**src/design/sfpc_pkg.sv**
```systemverilog
// Shared types and constants for the split-flap position controller.
// Used by every module of the block and by its port checker.
// Depends on nothing.
package sfpc_pkg;

    // Fixed field widths.
    localparam int TIME_BITS  = 32;
    localparam int POS_BITS   = 8;
    localparam int COUNT_BITS = 8;
    localparam int DELAY_BITS = 16;
    localparam int STATE_BITS = 3;

    // Configuration port.
    localparam int CFG_INDEX_BITS = 3;
    localparam int CFG_DATA_BITS  = 16;

    localparam logic [CFG_INDEX_BITS-1:0] REG_FLAP_COUNT       = 3'd0;
    localparam logic [CFG_INDEX_BITS-1:0] REG_SPINUP_DELAY     = 3'd1;
    localparam logic [CFG_INDEX_BITS-1:0] REG_SHUTOFF_DELAY    = 3'd2;
    localparam logic [CFG_INDEX_BITS-1:0] REG_FLAP_DELAY       = 3'd3;
    localparam logic [CFG_INDEX_BITS-1:0] REG_SPINUP_CORRECTION = 3'd4;

    // Register values after reset.
    localparam logic [COUNT_BITS-1:0] FLAP_COUNT_RST       = 8'd40;
    localparam logic [DELAY_BITS-1:0] SPINUP_DELAY_RST     = 16'd100;
    localparam logic [DELAY_BITS-1:0] SHUTOFF_DELAY_RST    = 16'd100;
    localparam logic [DELAY_BITS-1:0] FLAP_DELAY_RST       = 16'd100;
    localparam logic [DELAY_BITS-1:0] SPINUP_CORRECTION_RST = 16'd0;

    // Command codes.
    localparam logic CMD_TICK = 1'b0;
    localparam logic CMD_SET  = 1'b1;

    // Machine state codes as they appear on the result beat.
    localparam logic [STATE_BITS-1:0] FSM_STOPPED  = 3'd0;
    localparam logic [STATE_BITS-1:0] FSM_SPINUP   = 3'd1;
    localparam logic [STATE_BITS-1:0] FSM_HOMING   = 3'd2;
    localparam logic [STATE_BITS-1:0] FSM_STEPPING = 3'd3;
    localparam logic [STATE_BITS-1:0] FSM_LAST     = 3'd4;
    localparam logic [STATE_BITS-1:0] FSM_SPINDOWN = 3'd5;

    // Queue between front and back; depth must be a power of two.
    localparam int QUEUE_DEPTH = 2;
    localparam int QPTR_BITS   = $clog2(QUEUE_DEPTH);

    // Remainder unit: bits of the target handled per cycle.
    localparam int DIV_BITS_PER_CYCLE = 2;
    localparam int DIV_CYCLES         = COUNT_BITS / DIV_BITS_PER_CYCLE;
    localparam int DIV_CNT_BITS       = $clog2(DIV_CYCLES);

    // Input beat.
    typedef struct packed {
        logic                  command;
        logic [COUNT_BITS-1:0] target_value;
        logic [TIME_BITS-1:0]  now_ms;
        logic                  flap_sense;
        logic                  home_sense;
    } in_beat_t;

    // Result beat.
    typedef struct packed {
        logic                  motor_drive;
        logic [POS_BITS-1:0]   position;
        logic [STATE_BITS-1:0] fsm_state;
        logic                  done_res;
    } out_beat_t;

    // Classified operation carried from front to back.
    typedef struct packed {
        logic                 is_set;
        logic [POS_BITS-1:0]  target;
        logic [TIME_BITS-1:0] now_ms;
        logic                 flap_sense;
        logic                 home_sense;
    } op_t;

    // Queue status seen by the front and the back.
    typedef struct packed {
        logic full;
        logic not_empty;
    } queue_status_t;

endpackage

```
**src/design/split_flap_position_controller.sv**
```systemverilog
// Top level of the split-flap position controller: configuration registers,
// front end, operation queue and back end.
// Depends on sfpc_pkg, sfpc_front, sfpc_fifo and sfpc_back.
//
//   Channel | Signals                        | Beat contents
//   input   | in_valid, in_ready, in_data    | command, target, time, sensors
//   result  | out_valid, out_ready, out_data | motor, position, state, done
//   config  | cfg_we, cfg_index, cfg_data    | one register write per cycle
//
// A tick beat is pushed to the queue as it is accepted; the back end moves it
// into the result register when that is empty or taken. A set-target beat goes
// through the remainder unit and waits for queue room; the front stays busy.
// The two-entry queue lets the front keep accepting while the result stalls.
// Reset is asynchronous and active low; the motor is off and position is zero.
module split_flap_position_controller (
    input  logic                                 clk,
    input  logic                                 rst_n,
    input  logic                                 in_valid,
    output logic                                 in_ready,
    input  sfpc_pkg::in_beat_t                   in_data,
    output logic                                 out_valid,
    input  logic                                 out_ready,
    output sfpc_pkg::out_beat_t                  out_data,
    input  logic                                 cfg_we,
    input  logic [sfpc_pkg::CFG_INDEX_BITS-1:0]  cfg_index,
    input  logic [sfpc_pkg::CFG_DATA_BITS-1:0]   cfg_data
);

    logic [sfpc_pkg::COUNT_BITS-1:0]  flap_count_reg;
    logic [sfpc_pkg::DELAY_BITS-1:0]  spinup_delay_reg;
    logic [sfpc_pkg::DELAY_BITS-1:0]  shutoff_delay_reg;
    logic [sfpc_pkg::DELAY_BITS-1:0]  flap_delay_reg;
    logic [sfpc_pkg::DELAY_BITS-1:0]  spinup_corr_reg;

    logic                     push;
    logic                     pop;
    sfpc_pkg::op_t            push_op;
    sfpc_pkg::op_t            head_op;
    sfpc_pkg::queue_status_t  q_status;

    // Configuration registers; indexes past the list are ignored.
    always_ff @(posedge clk or negedge rst_n)
    begin
        if (!rst_n)
        begin
            flap_count_reg    <= sfpc_pkg::FLAP_COUNT_RST;
            spinup_delay_reg  <= sfpc_pkg::SPINUP_DELAY_RST;
            shutoff_delay_reg <= sfpc_pkg::SHUTOFF_DELAY_RST;
            flap_delay_reg    <= sfpc_pkg::FLAP_DELAY_RST;
            spinup_corr_reg   <= sfpc_pkg::SPINUP_CORRECTION_RST;
        end
        else if (cfg_we)
        begin
            unique case (cfg_index)
                sfpc_pkg::REG_FLAP_COUNT:
                    flap_count_reg <= cfg_data[sfpc_pkg::COUNT_BITS-1:0];
                sfpc_pkg::REG_SPINUP_DELAY:
                    spinup_delay_reg <= cfg_data;
                sfpc_pkg::REG_SHUTOFF_DELAY:
                    shutoff_delay_reg <= cfg_data;
                sfpc_pkg::REG_FLAP_DELAY:
                    flap_delay_reg <= cfg_data;
                sfpc_pkg::REG_SPINUP_CORRECTION:
                    spinup_corr_reg <= cfg_data;
                default:
                begin
                end
            endcase
        end
    end

    sfpc_front u_front (
        .clk        (clk),
        .rst_n      (rst_n),
        .in_valid   (in_valid),
        .in_ready   (in_ready),
        .in_data    (in_data),
        .flap_count (flap_count_reg),
        .q_status   (q_status),
        .push       (push),
        .push_op    (push_op)
    );

    sfpc_fifo u_fifo (
        .clk     (clk),
        .rst_n   (rst_n),
        .push    (push),
        .push_op (push_op),
        .pop     (pop),
        .head_op (head_op),
        .status  (q_status)
    );

    sfpc_back u_back (
        .clk                  (clk),
        .rst_n                (rst_n),
        .head_op              (head_op),
        .q_status             (q_status),
        .pop                  (pop),
        .spinup_delay_ms      (spinup_delay_reg),
        .shutoff_delay_ms     (shutoff_delay_reg),
        .flap_delay_ms        (flap_delay_reg),
        .spinup_correction_ms (spinup_corr_reg),
        .out_valid            (out_valid),
        .out_ready            (out_ready),
        .out_data             (out_data)
    );

endmodule

```
**src/design/sfpc_fifo.sv**
```systemverilog
// Short operation queue between the front and the back of the controller.
// Depends on sfpc_pkg for the operation type and the depth.
module sfpc_fifo (
    input  logic                    clk,
    input  logic                    rst_n,
    input  logic                    push,
    input  sfpc_pkg::op_t           push_op,
    input  logic                    pop,
    output sfpc_pkg::op_t           head_op,
    output sfpc_pkg::queue_status_t status
);

    sfpc_pkg::op_t                    entry_reg [sfpc_pkg::QUEUE_DEPTH];
    logic [sfpc_pkg::QPTR_BITS-1:0]   wr_ptr_reg, wr_ptr_next;
    logic [sfpc_pkg::QPTR_BITS-1:0]   rd_ptr_reg, rd_ptr_next;
    logic [sfpc_pkg::QPTR_BITS:0]     count_reg, count_next;

    // Pointer and fill count updates; pointers wrap at the power-of-two depth.
    always_comb
    begin
        wr_ptr_next = push ? wr_ptr_reg + 1'b1 : wr_ptr_reg;
        rd_ptr_next = pop ? rd_ptr_reg + 1'b1 : rd_ptr_reg;
        count_next  = count_reg;
        if (push && !pop)
        begin
            count_next = count_reg + 1'b1;
        end
        else if (pop && !push)
        begin
            count_next = count_reg - 1'b1;
        end
    end

    always_ff @(posedge clk or negedge rst_n)
    begin
        if (!rst_n)
        begin
            wr_ptr_reg <= '0;
            rd_ptr_reg <= '0;
            count_reg  <= '0;
        end
        else
        begin
            wr_ptr_reg <= wr_ptr_next;
            rd_ptr_reg <= rd_ptr_next;
            count_reg  <= count_next;
        end
    end

    // Entry storage needs no reset.
    always_ff @(posedge clk)
    begin
        if (push)
        begin
            entry_reg[wr_ptr_reg] <= push_op;
        end
    end

    assign head_op          = entry_reg[rd_ptr_reg];
    assign status.full      = (count_reg == (sfpc_pkg::QPTR_BITS+1)'(sfpc_pkg::QUEUE_DEPTH));
    assign status.not_empty = (count_reg != '0);

endmodule

```
**src/design/sfpc_front.sv**
```systemverilog
// Front end: accepts input beats, passes ticks on and reduces set-target
// values modulo a nonzero flap count with a two-bits-per-cycle remainder unit.
// Depends on sfpc_pkg.
module sfpc_front (
    input  logic                                 clk,
    input  logic                                 rst_n,
    input  logic                                 in_valid,
    output logic                                 in_ready,
    input  sfpc_pkg::in_beat_t                   in_data,
    input  logic [sfpc_pkg::COUNT_BITS-1:0]      flap_count,
    input  sfpc_pkg::queue_status_t              q_status,
    output logic                                 push,
    output sfpc_pkg::op_t                        push_op
);

    typedef enum logic [1:0] {
        F_IDLE,
        F_DIV,
        F_PUSH
    } front_state_t;

    front_state_t                         state_reg, state_next;
    logic [sfpc_pkg::COUNT_BITS-1:0]      dvd_reg, dvd_next;
    logic [sfpc_pkg::COUNT_BITS-1:0]      rem_reg, rem_next;
    logic [sfpc_pkg::COUNT_BITS-1:0]      orig_reg, orig_next;
    logic [sfpc_pkg::DIV_CNT_BITS-1:0]    cnt_reg, cnt_next;
    logic [sfpc_pkg::COUNT_BITS-1:0]      rem_step;
    logic [sfpc_pkg::COUNT_BITS-1:0]      dvd_step;
    logic                                 accept;

    assign in_ready = (state_reg == F_IDLE) && !q_status.full;
    assign accept   = in_valid && in_ready;

    // Restoring remainder steps, one dividend bit each, most significant first.
    always_comb
    begin
        logic [sfpc_pkg::COUNT_BITS:0] trial;
        rem_step = rem_reg;
        dvd_step = dvd_reg;
        for (int i = 0; i < sfpc_pkg::DIV_BITS_PER_CYCLE; i++)
        begin
            trial = {rem_step, dvd_step[sfpc_pkg::COUNT_BITS-1]};
            if (trial >= {1'b0, flap_count})
            begin
                trial = trial - {1'b0, flap_count};
            end
            rem_step = trial[sfpc_pkg::COUNT_BITS-1:0];
            dvd_step = {dvd_step[sfpc_pkg::COUNT_BITS-2:0], 1'b0};
        end
    end

    // Sequencing of the remainder unit and the queue push.
    always_comb
    begin
        state_next = state_reg;
        dvd_next   = dvd_reg;
        rem_next   = rem_reg;
        orig_next  = orig_reg;
        cnt_next   = cnt_reg;
        push       = 1'b0;
        push_op    = '0;
        unique case (state_reg)
            F_IDLE:
            begin
                push_op.is_set     = 1'b0;
                push_op.now_ms     = in_data.now_ms;
                push_op.flap_sense = in_data.flap_sense;
                push_op.home_sense = in_data.home_sense;
                if (accept)
                begin
                    if (in_data.command == sfpc_pkg::CMD_SET)
                    begin
                        dvd_next   = in_data.target_value;
                        orig_next  = in_data.target_value;
                        rem_next   = '0;
                        cnt_next   = '0;
                        state_next = F_DIV;
                    end
                    else
                    begin
                        push = 1'b1;
                    end
                end
            end
            F_DIV:
            begin
                dvd_next = dvd_step;
                rem_next = rem_step;
                cnt_next = cnt_reg + 1'b1;
                if (cnt_reg == sfpc_pkg::DIV_CNT_BITS'(sfpc_pkg::DIV_CYCLES - 1))
                begin
                    state_next = F_PUSH;
                end
            end
            F_PUSH:
            begin
                // A flap count of zero means the value is stored as given.
                push_op.is_set = 1'b1;
                push_op.target = (flap_count == '0) ? orig_reg : rem_reg;
                if (!q_status.full)
                begin
                    push       = 1'b1;
                    state_next = F_IDLE;
                end
            end
            default:
            begin
                state_next = F_IDLE;
            end
        endcase
    end

    always_ff @(posedge clk or negedge rst_n)
    begin
        if (!rst_n)
        begin
            state_reg <= F_IDLE;
            dvd_reg   <= '0;
            rem_reg   <= '0;
            orig_reg  <= '0;
            cnt_reg   <= '0;
        end
        else
        begin
            state_reg <= state_next;
            dvd_reg   <= dvd_next;
            rem_reg   <= rem_next;
            orig_reg  <= orig_next;
            cnt_reg   <= cnt_next;
        end
    end

endmodule

```
**src/design/sfpc_back.sv**
```systemverilog
// Back end: runs the motor state machine on each queued operation and
// holds the result beat in an output register.
// Depends on sfpc_pkg.
module sfpc_back (
    input  logic                                 clk,
    input  logic                                 rst_n,
    input  sfpc_pkg::op_t                        head_op,
    input  sfpc_pkg::queue_status_t              q_status,
    output logic                                 pop,
    input  logic [sfpc_pkg::DELAY_BITS-1:0]      spinup_delay_ms,
    input  logic [sfpc_pkg::DELAY_BITS-1:0]      shutoff_delay_ms,
    input  logic [sfpc_pkg::DELAY_BITS-1:0]      flap_delay_ms,
    input  logic [sfpc_pkg::DELAY_BITS-1:0]      spinup_correction_ms,
    output logic                                 out_valid,
    input  logic                                 out_ready,
    output sfpc_pkg::out_beat_t                  out_data
);

    typedef enum logic [sfpc_pkg::STATE_BITS-1:0] {
        S_STOPPED  = sfpc_pkg::FSM_STOPPED,
        S_SPINUP   = sfpc_pkg::FSM_SPINUP,
        S_HOMING   = sfpc_pkg::FSM_HOMING,
        S_STEPPING = sfpc_pkg::FSM_STEPPING,
        S_LAST     = sfpc_pkg::FSM_LAST,
        S_SPINDOWN = sfpc_pkg::FSM_SPINDOWN
    } mode_t;

    mode_t                              mode_reg, mode_next;
    logic [sfpc_pkg::POS_BITS-1:0]      cur_reg, cur_next;
    logic [sfpc_pkg::POS_BITS-1:0]      tgt_reg, tgt_next;
    logic                               level_reg, level_next;
    logic [sfpc_pkg::TIME_BITS-1:0]     deadline_reg, deadline_next;
    logic [sfpc_pkg::DELAY_BITS-1:0]    corr_reg, corr_next;
    logic                               motor_reg, motor_next;
    logic                               out_valid_reg, out_valid_next;
    sfpc_pkg::out_beat_t                out_data_reg, out_data_next;

    logic [sfpc_pkg::TIME_BITS-1:0]     since_deadline;
    logic                               reached;
    logic                               falling;
    logic                               last_hit;
    logic                               done;
    logic [sfpc_pkg::POS_BITS:0]        cur_plus_one;
    logic [sfpc_pkg::TIME_BITS-1:0]     now;
    mode_t                              run_mode;

    assign pop = q_status.not_empty && (!out_valid_reg || out_ready);
    assign now = head_op.now_ms;

    // Wrap-safe deadline test, flap edge detect and last-flap test.
    assign since_deadline = now - deadline_reg;
    assign reached        = !since_deadline[sfpc_pkg::TIME_BITS-1];
    assign falling        = level_reg && !head_op.flap_sense;
    assign cur_plus_one   = {1'b0, cur_reg} + 1'b1;
    assign last_hit       = ({1'b0, tgt_reg} == cur_plus_one);
    assign run_mode       = (tgt_reg < cur_reg) ? S_HOMING : S_STEPPING;

    // One step of the motor machine for the operation at the queue head.
    always_comb
    begin
        mode_next     = mode_reg;
        cur_next      = cur_reg;
        tgt_next      = tgt_reg;
        level_next    = level_reg;
        deadline_next = deadline_reg;
        corr_next     = corr_reg;
        motor_next    = motor_reg;
        done          = 1'b0;
        if (head_op.is_set)
        begin
            tgt_next = head_op.target;
            done     = (mode_reg == S_STOPPED) && (head_op.target == cur_reg);
        end
        else
        begin
            unique case (mode_reg)
                S_STOPPED:
                begin
                    if (tgt_reg == cur_reg)
                    begin
                        done = 1'b1;
                    end
                    else
                    begin
                        level_next    = 1'b0;
                        motor_next    = 1'b1;
                        mode_next     = S_SPINUP;
                        deadline_next = now + sfpc_pkg::TIME_BITS'(spinup_delay_ms);
                    end
                end
                S_SPINUP:
                begin
                    // The sensor is only sampled when the timeout has not hit.
                    if (reached)
                    begin
                        mode_next = run_mode;
                        corr_next = spinup_correction_ms;
                    end
                    else
                    begin
                        level_next = head_op.flap_sense;
                        if (falling)
                        begin
                            mode_next = run_mode;
                            corr_next = '0;
                        end
                    end
                end
                S_HOMING:
                begin
                    if (!head_op.home_sense)
                    begin
                        cur_next      = '0;
                        motor_next    = 1'b0;
                        deadline_next = now + sfpc_pkg::TIME_BITS'(shutoff_delay_ms);
                        mode_next     = S_SPINDOWN;
                    end
                end
                S_STEPPING:
                begin
                    if (last_hit)
                    begin
                        mode_next     = S_LAST;
                        deadline_next = now + sfpc_pkg::TIME_BITS'(flap_delay_ms)
                                        - sfpc_pkg::TIME_BITS'(corr_reg);
                    end
                    else
                    begin
                        level_next = head_op.flap_sense;
                        if (falling)
                        begin
                            cur_next  = cur_plus_one[sfpc_pkg::POS_BITS-1:0];
                            corr_next = '0;
                        end
                    end
                end
                S_LAST:
                begin
                    if (!reached)
                    begin
                        level_next = head_op.flap_sense;
                    end
                    // Timeout or an early flap edge both stop the motor.
                    if (reached || falling)
                    begin
                        motor_next    = 1'b0;
                        cur_next      = tgt_reg;
                        mode_next     = S_SPINDOWN;
                        deadline_next = now + sfpc_pkg::TIME_BITS'(shutoff_delay_ms);
                    end
                end
                S_SPINDOWN:
                begin
                    if (reached)
                    begin
                        mode_next = S_STOPPED;
                    end
                end
                default:
                begin
                    mode_next = S_STOPPED;
                end
            endcase
        end
    end

    // Output register: loaded on a pop, cleared when taken.
    always_comb
    begin
        out_valid_next = out_valid_reg;
        out_data_next  = out_data_reg;
        if (pop)
        begin
            out_valid_next            = 1'b1;
            out_data_next.motor_drive = motor_next;
            out_data_next.position    = cur_next;
            out_data_next.fsm_state   = mode_next;
            out_data_next.done_res    = done;
        end
        else if (out_ready)
        begin
            out_valid_next = 1'b0;
        end
    end

    always_ff @(posedge clk or negedge rst_n)
    begin
        if (!rst_n)
        begin
            mode_reg      <= S_STOPPED;
            cur_reg       <= '0;
            tgt_reg       <= '0;
            level_reg     <= 1'b0;
            deadline_reg  <= '0;
            corr_reg      <= '0;
            motor_reg     <= 1'b0;
            out_valid_reg <= 1'b0;
            out_data_reg  <= '0;
        end
        else
        begin
            if (pop)
            begin
                mode_reg     <= mode_next;
                cur_reg      <= cur_next;
                tgt_reg      <= tgt_next;
                level_reg    <= level_next;
                deadline_reg <= deadline_next;
                corr_reg     <= corr_next;
                motor_reg    <= motor_next;
            end
            out_valid_reg <= out_valid_next;
            out_data_reg  <= out_data_next;
        end
    end

    assign out_valid = out_valid_reg;
    assign out_data  = out_data_reg;

endmodule

```
**config.mk**
```make
export PLATFORM = sky130hd
export DESIGN_NAME = split_flap_position_controller
export DESIGN_NICKNAME = d
export VERILOG_FILES = /design/src/design/sfpc_pkg.sv /design/src/design/split_flap_position_controller.sv /design/src/design/sfpc_fifo.sv /design/src/design/sfpc_front.sv /design/src/design/sfpc_back.sv
export SDC_FILE = /design/constraint.sdc
export NUM_CORES = 1
export LEC_CHECK = 0
export BUFFER_PORTS_ARGS = -buffer_cell sky130_fd_sc_hd__buf_2
export CORE_ASPECT_RATIO = 0.8
export CORE_MARGIN = 2
export CORE_UTILIZATION = 30
export CTS_CLUSTER_DIAMETER = 120
export DETAILED_ROUTE_END_ITERATION = 8
export PLACE_DENSITY = 0.44
export SYNTH_ARGS = -nofsm -noshare
export SYNTH_HDL_FRONTEND = slang
export SYNTH_SLANG_ARGS = --single-unit
```
**constraint.sdc**
```tcl
create_clock -name clk -period 5.4 [get_ports clk]
set_clock_uncertainty 0.15 [all_clocks]
set_input_delay 0.54 -clock clk [delete_from_list [all_inputs] [get_ports clk]]
set_output_delay 0.54 -clock clk [all_outputs]
set_load 0.01 [all_outputs]
```
==> results.sh, run 1 <==
export IMPL_fill_cells=5328
export IMPL_slew_headroom=0.254
export IMPL_gr_max_usage_layer="met2"
export IMPL_use_met2=0.237
export IMPL_final_max_slew_viol_count=0
export IMPL_die_w_microns=262
export IMPL_yosysTopAreaCellShare=0.256
export IMPL_synthFlopType="dfrtp_1"
export IMPL_cp_start_kind="flip-flop"
export IMPL_dieArea_sq_um=55200
export IMPL_reg2reg_to="u_front.rem_reg[5]$_DFFE_PN0P_"
export IMPL_dp_cells=2306
export IMPL_portBuffers=81
export IMPL_total_power_mw=12.5
export IMPL_drc=0
export IMPL_numClockSinks=261
export IMPL_powerDensity_nw_per_um2=678
export IMPL_drt_total_wl_microns=42800
export IMPL_yosys_top_cells_count="164 x dfrtp_1, 153 x inv_1, 119 x ha_1"
export IMPL_synth_async_reset_ratio=0.670
export IMPL_avgSynthCellArea_sq_um=10.3
export IMPL_antenna_cells=0
export IMPL_globalplace_congestion=0.859
export IMPL_reg2reg_depth=20
export IMPL_drtIter0Drc=712
export IMPL_finalHoldViolCount=0
export IMPL_rsz0062_at_grt="false"
export IMPL_design_area_sq_um=18400
export IMPL_overflow=0
export IMPL_worstSetupEndpointType="flip-flop"
export IMPL_ir_drop_v=0.000287
export IMPL_max_cap_violations=0
export IMPL_initial_core_util=0.305
export IMPL_viasPerCell=4.84
export IMPL_h_tree_depth=1
export IMPL_finalNetCount=1853
export IMPL_num_vias=11500
export IMPL_synth_edf_count=86
export IMPL_yosys_top_cells_area="dfrtp_1 26%, edfxtp_1 16%, ha_1 9.3%"
export IMPL_holdPathEnd="u_front.orig_reg[1]$_DFFE_PN0P_"
export IMPL_die_y_microns=211
export IMPL_holdWs_ns=0.0455
export IMPL_num_rows=75
export IMPL_ys_seq_area_frac=0.436
export IMPL_hp_start="in_data[35]"
export IMPL_period_share=0.906
export IMPL_synth_nets=1765
export IMPL_cts_tree="done"
export IMPL_p_leak_nw=8.28
export IMPL_hold_path_class="input pin to flip-flop"
export IMPL_largest_register_ffs=86
export IMPL_clockBufferDepth=3
export IMPL_drive_gt1_frac=0.164
export IMPL_use_met1=0.234
export IMPL_post_route_util=0.351
export IMPL_grt_pass1_wl_microns=68200
export IMPL_grtUsageTotal=0.156
export IMPL_wl_per_cell_microns=18.1
export IMPL_core_area_sq_um=52600
export IMPL_layout_setup_ws_ns=0.505
export IMPL_synth_seq_cells=261
export IMPL_place_ws_ns=0.387
export IMPL_clk_latency_ns=0.59
export IMPL_antenna_found_initial=0
export IMPL_first_pass_iters=5
export IMPL_r2r_setup_slack_ns=0.50
export IMPL_worst_ep_required_time_ns=5.66
export IMPL_syn_area_sq_um=16000
export IMPL_numCtsBuffers=31
export IMPL_worst_pin_slew_ns=1.12
export IMPL_hold_depth=3
export IMPL_synth_distinct_cells=67
export IMPL_path_clk_slew_ns=0.06
export IMPL_syn_inst=1560
export IMPL_path_class="flip-flop to flip-flop"
export IMPL_final_antenna_net_count=0
export IMPL_setup_viol=0
export IMPL_cp_max_fo=14
export IMPL_yosysMostFrequentCell="dfrtp_1"
export IMPL_syn_to_final_growth_pct=15.2
export IMPL_grt_max_degree=93
export IMPL_layout_cells_non_filler=2366
export IMPL_grt_use_met3=0.0207
export IMPL_synth_area_leader_cell="dfrtp_1"
export IMPL_dpl_cell_area_sq_um=17300
export IMPL_finalSetupTns_ns=0
export IMPL_arrival_ns=5.16
export IMPL_timing_rr_start="flap_count_reg[1]$_DFFE_PN0P_"
export IMPL_status="completed"
export IMPL_ys_warn_count=0
export IMPL_post_route_min_period_ns=4.90
export IMPL_io_pins=82
export IMPL_grt_pass1_vias=11700
export IMPL_clockRootBuffer="clkbuf_16"
export IMPL_max_freq_mhz=204
export IMPL_dp_hpwl_microns=31100
[layer usage]
metal,share of wire,vias up
met1,0.52,5547
met5,0,-
met4,0.018,0
met2,0.43,175
li1,-,5695
met3,0.034,42
[report_power, final]
part | switching, mW | leakage, nW | internal [mW] | total (mW)
clock | 0.888 | 0.536 | 1.37 | 2.26
sequential | 0.373 | 2.88 | 2.70 | 3.08
combinational | 4.19 | 4.86 | 2.98 | 7.17
[layout by cell type (no fill, tap or decap), types with 6 or more instances in the layout]
cell type	synthesis	layout
nand3_1	26	26
o21bai_1	8	8
a211oi_1	21	21
o21ai_0	92	91
buf_4	1	22
mux2_2	90	90
nor2_1	95	93
xnor2_1	60	60
nand4_1	15	15
or3_1	7	7
fa_1	19	19
a31oi_1	18	18
mux2i_1	59	58
inv_1	153	153
nor2b_1	15	15
o211ai_1	7	7
clkbuf_16	0	32
a21o_1	30	30
dfrtp_1	164	163
a22o_1	21	21
nand2_1	109	108
a21oi_1	94	93
clkbuf_1	39	8
nor4_1	7	6
o31ai_1	6	6
nor3_1	14	13
o21a_1	12	12
and3_1	15	15
edfxtp_1	86	86
nand2b_1	15	15
xor2_1	21	21
ha_1	119	119
and2_1	39	38
buf_2	4	80
a32oi_1	7	7
dfstp_2	11	11
clkinv_2	0	6
[layout make-up]
cell class / count / area, sq um / share of cell area
Multi-Input combinational cell: 1094 / 8280 / 0.449
Tap cell: 693 / 867 / 0.0471
Clock buffer: 43 / 872 / 0.0473
Timing Repair Buffer: 107 / 639 / 0.0347
Clock inverter: 15 / 221 / 0.0120
Inverter: 153 / 574 / 0.0312
Sequential cell: 261 / 6980 / 0.379
[how the worst max path moves through the flow]
stage | endpoint | slack, ns | startpoint | cells after the start
2_1_floorplan | u_back.deadline_reg[28]$_DFFE_PN0P_ | 0.18 | u_fifo.rd_ptr_reg$_DFFE_PN0P_ | 18
3_3_place_gp | u_front.rem_reg[3]$_DFFE_PN0P_ | 0.49 | flap_count_reg[1]$_DFFE_PN0P_ | 20
3_5_place_dp | u_front.rem_reg[5]$_DFFE_PN0P_ | 0.39 | flap_count_reg[1]$_DFFE_PN0P_ | 20
4_1_cts | u_front.rem_reg[5]$_DFFE_PN0P_ | 0.34 | flap_count_reg[1]$_DFFE_PN0P_ | 20
5_1_grt | u_front.rem_reg[5]$_DFFE_PN0P_ | 0.07 | flap_count_reg[1]$_DFFE_PN0P_ | 20
6_report | u_front.rem_reg[5]$_DFFE_PN0P_ | 0.50 | flap_count_reg[1]$_DFFE_PN0P_ | 20
[what timing repair did]
item                                   in CTS  in global routing
hold buffers                                2                  0
buffers inserted                            0                  0
setup endpoints to repair                   0                  8
gates resized for setup                     0                  4
endpoints found under the hold margin      90                  0
[worst max-delay path: stages, from the launching register on]
cell      delay [ns]
dfrtp_1         0.40
inv_1           0.12
ha_1            0.33
nor2b_1         0.13
o21ai_0         0.21
a21boi_0        0.17
o21ai_1         0.19
a21oi_1         0.11
o21ai_0         0.23
nand2_2         0.18
mux2i_2         0.27
ha_1            0.29
nor2b_1         0.13
o21ai_0         0.22
a21boi_0        0.15
o21ai_0         0.27
a21oi_1         0.16
o21a_1          0.21
a311o_2         0.48
o21ai_0         0.22
o21ai_0         0.11
[cell families after synthesis]
group | count (synthesis) | synth area share
AOI/OAI and AO/OA | 352 | 0.139
xor gates and xnor gates | 81 | 0.0443
adders and majority gates | 138 | 0.117
buffers and inverters | 205 | 0.0500
DFF | 261 | 0.436
muxes | 149 | 0.100
and+or+nand+nor | 374 | 0.114
Power figures use the tool's default switching activity.
==> run 2, diff against run 1 <==
--- a/config.mk
+++ b/config.mk
@@ -11,6 +11,7 @@
 export CORE_UTILIZATION = 30
 export CTS_CLUSTER_DIAMETER = 120
 export DETAILED_ROUTE_END_ITERATION = 8
+export GPL_TIMING_DRIVEN = 0
 export PLACE_DENSITY = 0.44
 export SYNTH_ARGS = -nofsm -noshare
 export SYNTH_HDL_FRONTEND = slang
==> run 2 against run 1 <==
  * Setup slack worse by 0.21 ns
  * Register-to-register slack worse by 0.21 ns
  * Via count is 2.7% higher
  * Core utilization rose by 0.29 points
  * Fmax down 4.1%
  * Global-route usage rose by 0.82 points
  * Wire length increased by 5.3%
  * Sequential cell count unchanged
  * Highest routed layer is now met5
  * Largest power group unchanged
  * Design area is 0.84% higher
  * Non-clock buffer count up 38
==> results.sh, run 2 (same netlist as run 1, synthesis figures left out) <==
export IMPL_status="completed"
export IMPL_ir_drop_v=0.000299
export IMPL_fill_cells=5385
export IMPL_final_max_slew_viol_count=0
export IMPL_combPwrFrac=0.590
export IMPL_p_leak_nw=8.29
export IMPL_rsz0062_at_grt="false"
export IMPL_powerDensity_nw_per_um2=680
export IMPL_cts_tree="done"
export IMPL_path_clk_slew_ns=0.06
export IMPL_drt_total_wl_microns=45100
export IMPL_largest_register_ffs=86
export IMPL_first_pass_iters=6
export IMPL_worst_ep_required_time_ns=5.70
export IMPL_hold_path_class="input pin to flip-flop"
export IMPL_holdWs_ns=0.0457
export IMPL_multi_input_area_sq_um=8350
export IMPL_finalHoldViolCount=0
export IMPL_worstSetupEndpointType="flip-flop"
export IMPL_clockRootBuffer="clkbuf_16"
export IMPL_die_w_microns=262
export IMPL_dieArea_sq_um=55200
export IMPL_dp_hpwl_microns=34300
export IMPL_grtUsageTotal=0.164
export IMPL_drtIter0Drc=527
export IMPL_drive_gt1_frac=0.165
export IMPL_final_antenna_net_count=0
export IMPL_drc=0
export IMPL_arrival_ns=5.40
export IMPL_grt_pass1_vias=12000
export IMPL_clkPwrFrac=0.167
export IMPL_core_area_sq_um=52600
export IMPL_antenna_found_initial=2
export IMPL_worst_pin_slew_ns=1.02
export IMPL_timing_critical_path_mode_cell="buf_6"
export IMPL_slew_headroom=0.318
export IMPL_power_frac_seq=0.243
export IMPL_cp_max_fo=10
export IMPL_numCtsBuffers=30
export IMPL_power_internal_mw=7.00
export IMPL_finalSetupTns_ns=0
export IMPL_mostFrequentLayoutCell="dfrtp_1"
export IMPL_die_y_microns=211
export IMPL_path_class="flip-flop to flip-flop"
export IMPL_crit_chain="buf_4 > buf_6 > buf_2 > mux2i_1 > inv_1 > ha_1 > nand4_1 > nor4_2 > o311ai_1 > a21oi_1 > nor2_2 > a311o_1 > buf_6 > buf_6 > a211oi_1 > a21oi_1"
export IMPL_portBuffers=81
export IMPL_final_cell_mix="164 x dfrtp_1, 153 x inv_1, 119 x ha_1, 108 x nand2_1, 93 x nor2_1"
export IMPL_syn_to_final_growth_pct=16.1
export IMPL_finalNetCount=1890
export IMPL_clockBufferDepth=3
export IMPL_regArea_sq_um=6980
export IMPL_grt_max_degree=94
export IMPL_slowest_delay_ns=0.50
export IMPL_initial_core_util=0.305
export IMPL_max_freq_mhz=196
export IMPL_clk_latency_ns=0.58
export IMPL_cp_start_kind="flip-flop"
export IMPL_h_tree_depth=1
export IMPL_viasPerCell=4.90
export IMPL_p_switching_mw=5.63
export IMPL_p_sw_frac=0.446
export IMPL_num_vias=11800
export IMPL_wl_per_cell_microns=18.8
export IMPL_io_pins=82
export IMPL_cp_slowest_cell="nor4_2"
export IMPL_antenna_cells=0
export IMPL_max_cap_violations=0
export IMPL_globalplace_congestion=0.858
export IMPL_setup_viol=0
export IMPL_grt_pass1_wl_microns=70600
export IMPL_post_route_min_period_ns=5.10
export IMPL_period_share=0.945
export IMPL_num_rows=75
export IMPL_numClockSinks=261
export IMPL_overflow=0
[run 2: cell types whose count changed in the layout (fill, tap and decap cells not counted), sizes merged]
cell / previous run / this run
clkbuf: 44 / 78
buf: 104 / 107
clkinvlp: 1 / 3
inv: 155 / 153
bufinv: 5 / 4
dlygate4sd3: 2 / 1
[run 2: worst paths after layout]
check	start	endpoint	slack (ns)	depth (start not counted)
max	u_fifo.rd_ptr_reg$_DFFE_PN0P_	u_back.deadline_reg[25]$_DFFE_PN0P_	0.30	16
min	in_data[34]	u_front.orig_reg[0]$_DFFE_PN0P_	0.05	3
max reg2reg	u_fifo.rd_ptr_reg$_DFFE_PN0P_	u_back.deadline_reg[25]$_DFFE_PN0P_	0.30	16
min reg2reg	u_front.orig_reg[5]$_DFFE_PN0P_	u_front.orig_reg[5]$_DFFE_PN0P_	0.33	2
max in group asynchronous	rst_n	flap_count_reg[5]$_DFFE_PN1P_	3.68	3
min in group asynchronous	rst_n	u_back.deadline_reg[23]$_DFFE_PN0P_	0.44	2
[run 2: what timing repair did]
| action | 4_1_cts | 5_1_grt |
|---|---|---|
| setup buffers | 0 | 5 |
| hold buffers | 1 | 0 |
| gates resized for setup | 38 | 22 |
| setup endpoints to repair | 61 | 58 |
| pin swaps | 1 | 5 |
| hold endpoints to repair | 82 | 0 |
[run 2: layout make-up]
type,instances,area share
timing repair buffer,93,0.0301
buffer,52,0.0139
clock buffer,41,0.0443
inverter,153,0.0309
multi-input combinational,1094,0.449
tap,693,0.0467
clock inverter,14,0.00963
sequential,261,0.375
[run 2: power groups by stage]
stage / Clock (mW) / Combinational [mW] / Sequential (mW)
CTS: 2.17 / 7.44 / 3.08
detailed placement: 0 / 7.31 / 3.11
finish: 2.11 / 7.46 / 3.07
global placement: 0 / 7.23 / 3.10
global route: 2.25 / 8.42 / 3.15
floorplan: 0 / 5.40 / 3.00
[run 2: per-layer routing]
metal,track usage,vias to the layer above,wire length (microns)
met4,0.0270,2,674
met3,0.0239,43,1650
li1,-,5779,-
met1,0.243,5776,22900
met5,0,-,13
met2,0.255,173,19800
[run 2: worst max-delay path: cells and delay by family, from the launching register on]
| family | cells | cell delay, ns |
|---|---|---|
| compound gates | 5 | 1.40 |
| fa+ha+maj | 1 | 0.35 |
| buf+inv | 6 | 1.43 |
| flops | 1 | 0.32 |
| mux | 1 | 0.48 |
| simple gates | 3 | 0.81 |
[run 2: metrics by stage]
step / util / setup slack, ns / cell area, sq um / instances / total power [mW]
floorplan: - / 0.181 / 16000 / 1560 / 8.40
global placement: 0.329 / -2.49 / 17300 / 2334 / 10.3
detailed placement: 0.331 / -2.55 / 17400 / 2340 / 10.4
CTS: 0.352 / 0.00396 / 18500 / 2396 / 12.7
global route: 0.354 / 0.0328 / 18600 / 2401 / 13.8
finish: 0.354 / 0.298 / 18600 / 2401 / 12.6
==> run 3, diff against run 2 <==
--- a/config.mk
+++ b/config.mk
@@ -12,7 +12,7 @@
 export CTS_CLUSTER_DIAMETER = 120
 export DETAILED_ROUTE_END_ITERATION = 8
 export GPL_TIMING_DRIVEN = 0
-export PLACE_DENSITY = 0.44
+export PLACE_DENSITY = 0.43
 export SYNTH_ARGS = -nofsm -noshare
 export SYNTH_HDL_FRONTEND = slang
 export SYNTH_SLANG_ARGS = --single-unit
==> constraint.sdc (replaced) <==
create_clock -name clk -period 6 [get_ports clk]
set_clock_uncertainty 0.15 [all_clocks]
set_input_delay 0.6 -clock clk [delete_from_list [all_inputs] [get_ports clk]]
set_output_delay 0.6 -clock clk [all_outputs]
set_load 0.01 [all_outputs]
==> run 3 against run 2 <==
  * Sequential share of layout area increased by 0.13 points
  * Register-to-register slack improved by 0.09 ns
  * Sequential cell count unchanged
  * Die area is the same
  * Sequential power shrank 10%
  * Hold slack improved by 0.022 ns
  * Total power fell by 10%
  * First-iteration DRC count is 3.6% higher
  * Combinational power down 11%
  * Fmax decreased by 9.2%
  * Critical path type unchanged
  * Largest cell class unchanged
  * Largest power group unchanged
==> results.sh, run 3 (same netlist as run 1, synthesis figures left out) <==
export IMPL_crit_chain="clkbuf_1 > inv_1 > nand2_1 > a21oi_2 > clkbuf_2 > mux2_2 > fa_1 > a211oi_1 > o21bai_1 > a21o_1 > a21boi_0 > o31ai_2 > and3_1 > xnor2_1 > nor2_1 > a211oi_1 > a21oi_1"
export IMPL_final_antenna_net_count=0
export IMPL_grt_max_degree=95
export IMPL_design_area_sq_um=18500
export IMPL_final_cell_mix="164 x dfrtp_1, 153 x inv_1, 119 x ha_1, 109 x nand2_1, 94 x nor2_1"
export IMPL_worst_pin_slew_ns=1.01
export IMPL_powerDensity_nw_per_um2=614
export IMPL_cp_max_fo=10
export IMPL_rsz0062_at_grt="false"
export IMPL_worst_ep_required_time_ns=6.32
export IMPL_antenna_found_initial=1
export IMPL_place_ws_ns=-2.02
export IMPL_worstSetupEndpointType="flip-flop"
export IMPL_setup_viol=0
export IMPL_status="completed"
export IMPL_clockRootBuffer="clkbuf_16"
export IMPL_period_share=0.936
export IMPL_dieArea_sq_um=55200
export IMPL_cts_tree="done"
export IMPL_max_cap_violations=0
export IMPL_cp_start_kind="flip-flop"
export IMPL_clk_latency_ns=0.60
export IMPL_finalHoldViolCount=0
export IMPL_largest_register_ffs=86
export IMPL_syn_to_final_growth_pct=15.7
export IMPL_drc=0
export IMPL_multi_input_area_sq_um=8280
export IMPL_slew_headroom=0.327
export IMPL_dp_hpwl_microns=34600
export IMPL_dp_cells=2343
export IMPL_die_y_microns=211
export IMPL_fill_cells=5378
export IMPL_io_pins=82
export IMPL_finalNetCount=1887
export IMPL_slowest_delay_ns=0.64
export IMPL_mostFrequentLayoutCell="dfrtp_1"
export IMPL_hold_path_class="input pin to flip-flop"
export IMPL_postCtsSetupBuffers=0
export IMPL_drtIter0Drc=546
export IMPL_grt_pass1_vias=11900
export IMPL_p_leak_nw=8.29
export IMPL_critPathTopFamily="compound AO/OA/AOI/OAI gates"
export IMPL_viasPerCell=4.86
export IMPL_first_pass_iters=5
export IMPL_cp_slowest_cell="a21oi_2"
export IMPL_layout_setup_ws_ns=0.384
export IMPL_layout_cells_non_filler=2399
export IMPL_dpl_cell_area_sq_um=17400
export IMPL_post_route_util=0.352
export IMPL_post_route_min_period_ns=5.62
export IMPL_num_rows=75
export IMPL_h_tree_depth=1
export IMPL_overflow=0
export IMPL_max_freq_mhz=178
export IMPL_drt_total_wl_microns=45400
export IMPL_globalplace_congestion=0.831
export IMPL_die_w_microns=262
export IMPL_ir_drop_v=0.000344
export IMPL_arrival_ns=5.94
export IMPL_path_clk_slew_ns=0.06
export IMPL_timing_critical_path_mode_cell="a211oi_1"
export IMPL_regArea_sq_um=6980
export IMPL_numCtsBuffers=31
export IMPL_path_class="flip-flop to flip-flop"
export IMPL_core_area_sq_um=52600
export IMPL_portBuffers=81
export IMPL_grt_pass1_wl_microns=71400
export IMPL_drive_gt1_frac=0.156
export IMPL_crit_buf_inv=3
export IMPL_wl_per_cell_microns=18.9
export IMPL_num_vias=11700
export IMPL_clockBufferDepth=3
export IMPL_final_max_slew_viol_count=0
export IMPL_grtUsageTotal=0.165
export IMPL_antenna_cells=0
export IMPL_numClockSinks=261
export IMPL_initial_core_util=0.305
==> run 3: worst paths after layout <==
path / start / to / slack [ns] / depth (start not counted)
setup / recovery: u_back.out_data[2]$_DFFE_PN0P_ / u_back.deadline_reg[22]$_DFFE_PN0P_ / 0.38 / 17
max in group asynchronous: rst_n / shutoff_delay_reg[6]$_DFFE_PN1P_ / 4.27 / 3
setup reg to reg: u_back.out_data[2]$_DFFE_PN0P_ / u_back.deadline_reg[22]$_DFFE_PN0P_ / 0.38 / 17
hold reg to reg: u_front.orig_reg[2]$_DFFE_PN0P_ / u_front.orig_reg[2]$_DFFE_PN0P_ / 0.33 / 2
min in group asynchronous: rst_n / u_back.deadline_reg[23]$_DFFE_PN0P_ / 0.46 / 2
hold / removal: in_data[34] / u_front.orig_reg[0]$_DFFE_PN0P_ / 0.07 / 3
==> run 3: stage by stage <==
stage	hold slack (ns)	power [mW]	TNS, ns
2_1_floorplan	0.154	7.56	0
3_3_place_gp	0.310	9.32	-247.33
3_5_place_dp	0.314	9.39	-84.77
4_1_cts	0.0344	11.5	0
5_1_grt	0.0452	12.5	0
6_report	0.0675	11.4	0
==> run 3: layout make-up <==
type                    instances  area share
repair buffers                 91      0.0284
flip-flops and latches        261       0.377
clock inverters                14      0.0115
plain buffers                  50      0.0128
clock buffers                  43      0.0459
multi-input cells            1094       0.447
well taps                     693      0.0468
inverters                     153      0.0310
==> run 3: power breakdown <==
| part | leakage [nW] | total [mW] | switching [mW] | internal [mW] |
|---|---|---|---|---|
| clock network | 0.514 | 1.99 | 0.789 | 1.20 |
| registers | 2.88 | 2.76 | 0.330 | 2.43 |
| logic | 4.89 | 6.62 | 3.94 | 2.68 |
==> run 3: repair_timing <==
item                       CTS  global route
setup endpoints to repair   61            34
hold endpoints to repair    81             0
gates resized for setup     17             8
hold buffers                 1             0
==> run 3: worst reg2reg max path, cell delays in order, from the launching register on <==
cell,delay [ns]
dfrtp_1,0.44
clkbuf_1,0.25
inv_1,0.21
nand2_1,0.11
a21oi_2,0.64
clkbuf_2,0.47
mux2_2,0.46
fa_1,0.46
a211oi_1,0.30
o21bai_1,0.17
a21o_1,0.29
a21boi_0,0.49
o31ai_2,0.27
and3_1,0.27
xnor2_1,0.13
nor2_1,0.06
a211oi_1,0.27
a21oi_1,0.07
==> run 3: per-layer routing <==
layer | up-vias | track usage | routed length [microns]
met2 | 141 | 0.253 | 19500
met3 | 44 | 0.0200 | 1160
met5 | - | 0 | 0
met4 | 0 | 0.0315 | 741
met1 | 5691 | 0.250 | 24000
li1 | 5779 | - | -
